File: config.mk
export PLATFORM = sky130hd
export DESIGN_NAME = srg_entry_mem
export DESIGN_NICKNAME = d
export VERILOG_FILES = /design/src/srg_pkg.sv /design/src/srg_entry_mem.sv
export SDC_FILE = /design/constraint.sdc
export NUM_CORES = 2
export LEC_CHECK = 0
export BUFFER_PORTS_ARGS = -buffer_cell sky130_fd_sc_hd__buf_4
export CORE_UTILIZATION = 25
export DETAILED_ROUTE_END_ITERATION = 10
export PLACE_DENSITY = 0.37
export SKIP_CTS_REPAIR_TIMING = 1
export SLEW_MARGIN = 20
export SYNTH_ARGS = -nofsm -noshare
export SYNTH_HDL_FRONTEND = slang
export SYNTH_SLANG_ARGS = --single-unit
File: constraint.sdc
create_clock -name aclk -period 8.37 [get_ports aclk]
set_clock_uncertainty 0.15 [all_clocks]
set_input_delay 0.4185 -clock aclk [delete_from_list [all_inputs] [get_ports aclk]]
set_output_delay 0.4185 -clock aclk [all_outputs]
set_load 0.05 [all_outputs]
File: src/srg_pkg.sv
`default_nettype none
// ----------------------------------------------------------------------------
// srg_pkg
// Shared constants, codes and control bundles for the sparse row gather block.
// ----------------------------------------------------------------------------
package srg_pkg;

    // default sizes
    localparam int ENTRIES_DEF = 64;
    localparam int ROWS_DEF    = 256;

    // row coordinates are 8 bits wide, so no more than 256 rows are addressable
    localparam int ROW_LIMIT   = 256;

    // fixed field widths
    localparam int CMD_W   = 2;
    localparam int ROW_W   = 8;
    localparam int COL_W   = 32;
    localparam int VAL_W   = 32;
    localparam int POS_W   = 16;
    localparam int RCNT_W  = 9;
    localparam int STAT_W  = 3;
    localparam int ENTRY_W = COL_W + VAL_W;

    localparam logic [RCNT_W-1:0] ROW_COUNT_RST = 9'd256;
    localparam logic [POS_W-1:0]  POS_MAX       = 16'hFFFF;

    // command codes
    localparam logic [CMD_W-1:0] CMD_CLEAR  = 2'd0;
    localparam logic [CMD_W-1:0] CMD_LOAD   = 2'd1;
    localparam logic [CMD_W-1:0] CMD_GATHER = 2'd2;
    localparam logic [CMD_W-1:0] CMD_SPARE  = 2'd3;

    // status codes
    localparam logic [STAT_W-1:0] ST_OK        = 3'd0;
    localparam logic [STAT_W-1:0] ST_RANGE     = 3'd1;
    localparam logic [STAT_W-1:0] ST_ORDER     = 3'd2;
    localparam logic [STAT_W-1:0] ST_FULL      = 3'd3;
    localparam logic [STAT_W-1:0] ST_SATURATED = 3'd4;

    // row directory strobes
    typedef struct packed {
        logic clear;
        logic wr_en;
        logic rd_en;
    } dir_ctl_t;

    // entry store strobes
    typedef struct packed {
        logic wr_en;
        logic rd_en;
    } mem_ctl_t;

endpackage : srg_pkg
`default_nettype wire

File: src/srg_entry_mem.sv
`default_nettype none
// ----------------------------------------------------------------------------
// srg_entry_mem
// Entry store: one write and one registered read port, {value, column}.
// ----------------------------------------------------------------------------
module srg_entry_mem #(
    parameter int ENTRIES = srg_pkg::ENTRIES_DEF
) (
    input  wire                              aclk,
    input  srg_pkg::mem_ctl_t                ctl,
    input  wire  [$clog2(ENTRIES)-1:0]       wr_addr,
    input  wire  [srg_pkg::ENTRY_W-1:0]      wr_data,
    input  wire  [$clog2(ENTRIES)-1:0]       rd_addr,
    output logic [srg_pkg::ENTRY_W-1:0]      rd_data
);

    logic [srg_pkg::ENTRY_W-1:0] mem [ENTRIES];

    always_ff @(posedge aclk) begin
        if (ctl.wr_en) begin
            mem[wr_addr] <= wr_data;
        end
        if (ctl.rd_en) begin
            rd_data <= mem[rd_addr];
        end
    end

endmodule : srg_entry_mem
`default_nettype wire

==> impl_metrics.csv <==
group,metric,value,unit
setup_path,crit_family,"buffers and inverters",
cells_and_area,num-fill-cells,60406,
setup_path,path_buf_inv,4,
routing,first_pass_iters,5,
global_routing,antenna_found_initial,72,
hold_path,hold_class,"input pin to flip-flop",
sta,fin_crit,3.846,ns
sta,relSlewSlack,21.52,%
clock_tree,worst_setup_hold_path_clk_slew,0.06,ns
setup_path,cp-end-kind,"flip-flop",
global_routing,grt_max_degree,103,
setup_path,critPathArrivalTime,4.34,ns
setup_path,cp_slowest_cell,"nor2_4",
sta,grt_setup_unrepaired,"no",
routing,wl_per_cell,34.26,um
sta,finalCritPeriodShare,45.95,%
cells_and_area,synthToLayoutAreaGrowth,17.40,%
floorplanning,start_util,25.14,%
setup_path,crit_path_max_incr_delay,0.86,ns
place,port_buffers,142,
global_routing,overflow,0,
routing,wirelength,542800,um
pwr,ir_worst_vdd,0.0001760,V
setup_path,cp_max_fo,25,
pwr,finalPower,44.65,mW
routing,vias,75315,
setup_path,start_kind,"input pin",
global_routing,grt_usage,16.81,%
place,routabilityCongestion,0.7265,
synthesis,syn_inst,6598,
sta,clock.fmax,260.0,MHz
clock_tree,root_buffer,"clkbuf_16",
floorplanning,die_x,794.4,um
clock_tree,cts_max_level,5,
pwr,p_per_area,242.3,mW/mm2
sta,hold_slack,0.1105,ns
cells_and_area,nets,7215,
synthesis,synth.avg_cell_area,23.79,um2
clock_tree,cts_tree,"yes",
setup_path,critPathKind,"input pin to flip-flop",
floorplanning,pin_count,143,
synthesis,synth-seq-cells,4160,
routing,viasPerCell,4.754,
synthesis,yosysWarnings,0,
synthesis,synthDistinctLibCells,32,
synthesis,synth_area,0.1570,mm2
floorplanning,die_h,794.4,um
clock_tree,cts_buffers,456,
clock_tree,cts.sinks,4160,
floorplanning,coreArea,0.6245,mm2
sta,worstMarginPinSlew,1.177,ns
clock_tree,cts_buffer_depth,4,
routing,antenna_left,0,
job,cap_violations,0,
clock_tree,clk-insertion-delay-late,1.02,ns
sta,setup_viol,0,
setup_path,cp_common_cell,"buf_4",
routing,route.detailed.drc,0,
status,status,"complete, no violations",
setup_path,required,8.86,ns
floorplanning,dieArea,0.6311,mm2
place,place_hpwl,293800,um
synthesis,syn_nets,6677,
routing,drtIter0Drc,6870,
cells_and_area,drive_gt1_share,28.18,%
sta,final_hold_viol_count,0,
global_routing,grt_pass1_vias,78472,
setup_path,path_cells,"dlygate4sd3_1, buf_4, nor2b_1, nand3_1, nor2_4, buf_4, buf_4",
sta,maxSlewViolCount,0,
pwr,p_leak,55.91,nW
synthesis,yosysSeqAreaShare,79.57,%
floorplanning,placementRows,290,
global_routing,grt_pass1_wl,728600,um
sta,tns,0,ns
==> final timing paths <==
path | start | to | slack (ns) | cells after the start
max | wr_addr[2] | mem[5][41] | 4.52 | 7
min reg2reg | mem[44][32] | rd_data[32] | 0.75 | 4
max reg2reg | mem[35][59] | rd_data[59] | 5.90 | 4
min | rd_addr[5] | rd_data[12] | 0.11 | 4
==> worst reg2reg max path: stages, from the launching register on <==
cell	delay [ns]
edfxtp_1	0.38
mux4_2	0.52
or2_2	0.31
a41oi_1	0.60
a211oi_1	0.20
==> per-layer routing <==
metal	global-route usage (%)	wire length [um]	vias to the layer above
li1	-	-	29710
met1	23.11	237500	42999
met2	28.78	270500	2025
met3	2.020	23710	581
met4	3.240	11040	0
met5	0	0	-
==> placed cells by master (no fill, tap or decap), types with 26 or more instances in the layout <==
cell type / n
edfxtp_1: 4160
mux4_2: 1024
clkbuf_16: 461
buf_4: 343
a22oi_1: 168
clkinv_1: 137
mux2i_1: 135
clkbuf_1: 89
a22o_1: 88
o22ai_1: 83
clkinv_2: 77
dlygate4sd3_1: 67
nor2_4: 65
and3_1: 64
a211oi_1: 63
nand2_1: 54
nor2_1: 47
nand3_1: 45
o221ai_1: 38
buf_12: 36
or3_1: 29
or2_2: 28
a41oi_1: 26
==> cells in the mapped netlist, drive strengths merged <==
cell type	number	area share, %
nor3	2	0.0064
nand3	45	0.14
nor2b	28	0.11
a41oi	26	0.15
buf	230	0.80
or3	29	0.12
a2bb2oi	19	0.11
or2	28	0.11
and2	3	0.012
nand4b	1	0.0056
a22o	88	0.49
nand2	58	0.14
nor2	112	0.27
a31o	1	0.0056
nand2b	11	0.044
clkbuf	140	0.33
edfxtp	4160	80
mux4	1024	15
mux2i	135	0.86
a31oi	18	0.072
inv	19	0.045
and3	64	0.26
a22oi	168	0.80
nand3b	2	0.0096
o22ai	83	0.33
o221ai	38	0.21
or3b	1	0.0056
nand4	2	0.0080
a211oi	63	0.30
==> cells by family after synthesis <==
logic type | synth area share [%]
compound gates | 2.467
buf+inv | 1.176
flops | 79.57
mux | 15.55
simple gates | 1.235
==> state kept, by name, indices dropped and copies added (netlist names) <==
| name | cells |
|---|---|
| rd_data | 64 |
| mem | 4096 |
==> cell type report <==
cell class	count	area, um2	share of cell area (%)
diodes	18	45.04	0.02444
multi-input cells	2049	30800	16.71
well taps	8322	10410	5.649
clock buffers	550	11870	6.440
flip-flops and latches	4160	124900	67.78
repair buffers	450	4035	2.189
clock inverters	274	2157	1.170
inverters	19	71.32	0.03869
==> where the power goes <==
group | internal (mW) | leakage [nW] | switching, mW
logic | 0.755 | 11.6 | 1.48
clock network | 10.8 | 6.85 | 8.43
registers | 23.1 | 37.5 | 0.107
==> per-stage QoR <==
step / instances / instance area (um2) / utilization (%) / setup slack [ns]
3_5_place_dp: 14933 / 169600 / 27.15 / 3.978
3_3_place_gp: 14930 / 169500 / 27.14 / 3.924
6_report: 15842 / 184300 / 29.52 / 4.524
2_1_floorplan: 6598 / 157000 / - / 2.366
4_1_cts: 15757 / 183600 / 29.40 / 5.047
5_1_grt: 15829 / 184300 / 29.51 / 4.503
(Power assumes the default switching activity.)
