**config.mk**
```make
export PLATFORM = sky130hd
export DESIGN_NAME = srg_row_dir
export DESIGN_NICKNAME = d
export VERILOG_FILES = /design/src/srg_pkg.sv /design/src/srg_row_dir.sv
export SDC_FILE = /design/constraint.sdc
export NUM_CORES = 2
export LEC_CHECK = 0
export BUFFER_PORTS_ARGS = -buffer_cell sky130_fd_sc_hd__buf_2
export CORE_MARGIN = 4
export CORE_UTILIZATION = 29
export CTS_CLUSTER_SIZE = 40
export DETAILED_ROUTE_END_ITERATION = 12
export PLACE_DENSITY = 0.5
export RECOVER_POWER = 100
export SLEW_MARGIN = 20
export SYNTH_ARGS = -nofsm -noshare
export SYNTH_HDL_FRONTEND = slang
export SYNTH_SLANG_ARGS = --single-unit
```
**constraint.sdc**
```tcl
create_clock -name aclk -period 4.3 [get_ports aclk]
set_input_delay 1.075 -clock aclk [delete_from_list [all_inputs] [get_ports aclk]]
set_output_delay 1.075 -clock aclk [all_outputs]
set_load 0.05 [all_outputs]
```
**src/srg_pkg.sv**
```systemverilog
`default_nettype none
// ----------------------------------------------------------------------------
// srg_pkg
// Shared constants, codes and control bundles for the sparse row gather block.
// ----------------------------------------------------------------------------
package srg_pkg;

    // default sizes
    localparam int ENTRIES_DEF = 64;
    localparam int ROWS_DEF    = 256;

    // row coordinates are 8 bits wide, so no more than 256 rows are addressable
    localparam int ROW_LIMIT   = 256;

    // fixed field widths
    localparam int CMD_W   = 2;
    localparam int ROW_W   = 8;
    localparam int COL_W   = 32;
    localparam int VAL_W   = 32;
    localparam int POS_W   = 16;
    localparam int RCNT_W  = 9;
    localparam int STAT_W  = 3;
    localparam int ENTRY_W = COL_W + VAL_W;

    localparam logic [RCNT_W-1:0] ROW_COUNT_RST = 9'd256;
    localparam logic [POS_W-1:0]  POS_MAX       = 16'hFFFF;

    // command codes
    localparam logic [CMD_W-1:0] CMD_CLEAR  = 2'd0;
    localparam logic [CMD_W-1:0] CMD_LOAD   = 2'd1;
    localparam logic [CMD_W-1:0] CMD_GATHER = 2'd2;
    localparam logic [CMD_W-1:0] CMD_SPARE  = 2'd3;

    // status codes
    localparam logic [STAT_W-1:0] ST_OK        = 3'd0;
    localparam logic [STAT_W-1:0] ST_RANGE     = 3'd1;
    localparam logic [STAT_W-1:0] ST_ORDER     = 3'd2;
    localparam logic [STAT_W-1:0] ST_FULL      = 3'd3;
    localparam logic [STAT_W-1:0] ST_SATURATED = 3'd4;

    // row directory strobes
    typedef struct packed {
        logic clear;
        logic wr_en;
        logic rd_en;
    } dir_ctl_t;

    // entry store strobes
    typedef struct packed {
        logic wr_en;
        logic rd_en;
    } mem_ctl_t;

endpackage : srg_pkg
`default_nettype wire

```
**src/srg_row_dir.sv**
```systemverilog
`default_nettype none
// ----------------------------------------------------------------------------
// srg_row_dir
// Row directory: run start and length per row in a synchronous memory, plus a
// seen flag per row in flip-flops that a clear wipes all together.
// ----------------------------------------------------------------------------
module srg_row_dir #(
    parameter int ENTRIES = srg_pkg::ENTRIES_DEF,
    parameter int ROWS    = srg_pkg::ROWS_DEF
) (
    input  wire                                   aclk,
    input  wire                                   aresetn,
    input  srg_pkg::dir_ctl_t                     ctl,
    input  wire [$clog2((ROWS < srg_pkg::ROW_LIMIT) ? ROWS : srg_pkg::ROW_LIMIT)-1:0] wr_row,
    input  wire [$clog2(ENTRIES)-1:0]             wr_start,
    input  wire [$clog2(ENTRIES+1)-1:0]           wr_size,
    input  wire [$clog2((ROWS < srg_pkg::ROW_LIMIT) ? ROWS : srg_pkg::ROW_LIMIT)-1:0] rd_row,
    output logic [$clog2(ENTRIES)-1:0]            rd_start,
    output logic [$clog2(ENTRIES+1)-1:0]          rd_size,
    output logic                                  rd_seen
);

    localparam int ROW_DEPTH = (ROWS < srg_pkg::ROW_LIMIT) ? ROWS : srg_pkg::ROW_LIMIT;
    localparam int IDX_W     = $clog2(ENTRIES);
    localparam int CNT_W     = $clog2(ENTRIES+1);

    logic [IDX_W+CNT_W-1:0] dir_mem [ROW_DEPTH];
    logic [ROW_DEPTH-1:0]   seen_reg;
    logic [IDX_W+CNT_W-1:0] rd_data_reg;
    logic                   rd_seen_reg;

    always_ff @(posedge aclk) begin
        if (ctl.wr_en) begin
            dir_mem[wr_row] <= {wr_start, wr_size};
        end
        if (ctl.rd_en) begin
            rd_data_reg <= dir_mem[rd_row];
        end
    end

    always_ff @(posedge aclk) begin
        if (!aresetn || ctl.clear) begin
            seen_reg <= '0;
        end else if (ctl.wr_en) begin
            seen_reg[wr_row] <= 1'b1;
        end
    end

    always_ff @(posedge aclk) begin
        if (!aresetn) begin
            rd_seen_reg <= 1'b0;
        end else if (ctl.rd_en) begin
            rd_seen_reg <= seen_reg[rd_row];
        end
    end

    assign rd_start = rd_data_reg[IDX_W+CNT_W-1:CNT_W];
    assign rd_size  = rd_data_reg[CNT_W-1:0];
    assign rd_seen  = rd_seen_reg;

endmodule : srg_row_dir
`default_nettype wire

```
==> flow_metrics.env <==
export IMPL_fin_skew_ns=0.05333
export IMPL_cp_cell_sequence="buf_12 > buf_12 > buf_6 > buf_4 > mux4_2 > a22oi_1 > a21oi_1 > nor4_1 > buf_4 > o22ai_1 > buf_12 > or2_2"
export IMPL_path_common_cell="buf_12"
export IMPL_slew_violations=1255
export IMPL_wire_per_inst_um=28.59
export IMPL_cap_violations=32
export IMPL_finalSetupViolCount=0
export IMPL_final_nets=7389
export IMPL_place_ws_ns=-0.6054
export IMPL_synth_ff_latch_count=3598
export IMPL_fp_dieW_um=692.7
export IMPL_nFillCells=43840
export IMPL_drt_wl_total_mm=397.1
export IMPL_ir_drop_uv=291.4
export IMPL_hp_class="register to register"
export IMPL_cts_clk_slew_worst_paths_ns=0.06
export IMPL_drive_gt1_share_pct=25.86
export IMPL_power_density_nw_per_um2=463.8
export IMPL_core_area_um2=467300
export IMPL_die_area_um2=479900
export IMPL_synthToLayoutAreaGrowth_pct=18.31
export IMPL_final_core_util_pct=34.42
export IMPL_antenna_found_initial=32
export IMPL_ctsHoldBuffers=0
export IMPL_post_cts_resize_count=0
export IMPL_critPathArrivalTime_ns=4.80
export IMPL_clock_path_buffers=4
export IMPL_slew_limit_headroom_pct=-150.4
export IMPL_rsz0062_at_grt="no"
export IMPL_synth_cell_types=38
export IMPL_synth_top_area_share_pct=73.79
export IMPL_vias_per_cell=5.064
export IMPL_finalCritPeriodShare_pct=95.80
export IMPL_ys_seq_area_share_pct=77.57
export IMPL_critical_path_class="primary input to register"
export IMPL_synth_cells=6518
export IMPL_drt_iter0_drc=8159
export IMPL_grt_max_degree=119
export IMPL_fin_ws_ns=0.1806
export IMPL_worst_pin_slew_ns=3.756
export IMPL_hpwl_mm=246.9
export IMPL_crit_fanout=27
export IMPL_violations="max-capacitance violations, max-slew violations"
export IMPL_p_leak_nw=49.26
export IMPL_cts_made_buffers=374
export IMPL_max_freq_ghz=0.2428
export IMPL_synth_area_per_cell_um2=20.86
export IMPL_power_mw=74.60
export IMPL_slowest_delay_ns=0.69
export IMPL_dr_pass1_iters=6
export IMPL_cts_htree_levels=5
export IMPL_cts_tree="built"
export IMPL_drc_errors=0
export IMPL_critPathBufInv=6
export IMPL_cp_start_kind="primary input"
export IMPL_placed_cells=13180
export IMPL_critical_path_required_ns=4.98
export IMPL_via_count=70340
export IMPL_num_io_pins=48
export IMPL_ys_top_cells_by_count="3341 x edfxtp_1, 889 x mux4_2, 719 x nor2_1"
export IMPL_crit_path_end_kind="register"
export IMPL_die_h_um=692.7
export IMPL_grt_pass1_wl_mm=557.2
export IMPL_setup_tns_ns=0
export IMPL_start_util_pct=29.10
export IMPL_synth_edf_count=3341
export IMPL_syn_nets=6552
export IMPL_yosysMostFrequentCell="edfxtp_1"
export IMPL_yosys_warnings=0
export IMPL_synthTopCellsByArea="edfxtp_1 74%, mux4_2 15%, dfxtp_1 3.8%, a22oi_1 2.4%, nor2_1 2.0%"
export IMPL_place_port_buffers=47
export IMPL_clkSinkCount=3598
export IMPL_synth_main_ff_cell="edfxtp_1"
export IMPL_cpMaxStageDelayCell="nor4_1"
export IMPL_ctsRootBufferMaster="clkbuf_16"
export IMPL_netlist_area_um2=136000
export IMPL_final_cell_count_no_fill=13890
export IMPL_finalCriticalPeriod_ns=4.119
export IMPL_run_status="finished with violations"
export IMPL_rows=251
export IMPL_grt_pass1_vias=70170
export IMPL_largest_reg_flops=3328
export IMPL_overflow=0
export IMPL_gp_routability_congestion=0.8142
export IMPL_synth_top_area_cell="edfxtp_1"
export IMPL_clk_latency_ns=0.95
export IMPL_synthArstFlopShare_pct=0
export IMPL_cts_setup_buffers=0
export IMPL_hold_violations=0
export IMPL_grt_total_usage_pct=16.13
export IMPL_critPathTopFamily="buffers and inverters"
export IMPL_ant_nets=0
area by class of cell:
class	count	area [um2]	share of cell area (%)
sequential	3598	105500	65.56
multi-input combinational	2517	28850	17.93
clock buffer	515	10370	6.444
tap	6198	7755	4.821
timing repair buffer	861	6536	4.063
clock inverter	177	1823	1.133
antenna	21	52.55	0.03267
inverter	3	11.26	0.007000
cell usage in the layout, fill, tap and decap left out, drive strengths merged, types with 52 or more instances in the layout:
master / instances
a21oi: 215
clkbuf: 896
mux4: 889
buf: 479
clkinv: 133
edfxtp: 3341
dfxtp: 257
a22oi: 430
nor2: 719
nor4: 52
stage by stage:
step	cell area (um2)	hold slack, ns
final	160900	0.4621
after global routing	160800	0.4832
after floorplan	136000	0.4348
after global placement	150100	0.4436
after detailed placement	150100	0.4536
after CTS	162300	0.4668
cell families after synthesis:
family	count (synthesis)	share of synthesized area (%)
AND/OR/NAND/NOR	880	2.650
AO/OA/AOI/OAI	726	3.647
buffers and inverters	403	1.245
flip-flops	3598	77.57
multiplexers	911	14.89
worst min-delay path: stages (launching register included):
cell,delay (ns)
dfxtp_1,0.32
nor2_1,0.05
nor2_1,0.06
report_power, final:
group / switching, mW / internal [mW]
sequential: 0.0745 / 38.3
combinational: 2.51 / 1.44
clock: 13.5 / 18.7
path summary, 6_finish.rpt:
path	start	end	slack [ns]	cells past startpoint
worst max-delay path	rd_row[0]	rd_data_reg[11]	0.18	12
worst min register to register	seen_reg[82]	seen_reg[82]	0.46	2
worst max register to register	dir_mem[116][11]	rd_data_reg[11]	0.89	9
worst min-delay path	seen_reg[82]	seen_reg[82]	0.46	2
metal layers:
layer | vias to the layer above | GRT usage (%) | routed length, um
met5 | - | 0 | 84
met4 | 16 | 3.938 | 10010
met3 | 521 | 3.002 | 31480
met2 | 2751 | 24.98 | 183600
met1 | 38230 | 23.46 | 171800
li1 | 28820 | - | -
Note: power is estimated with default switching activity, not from simulation.
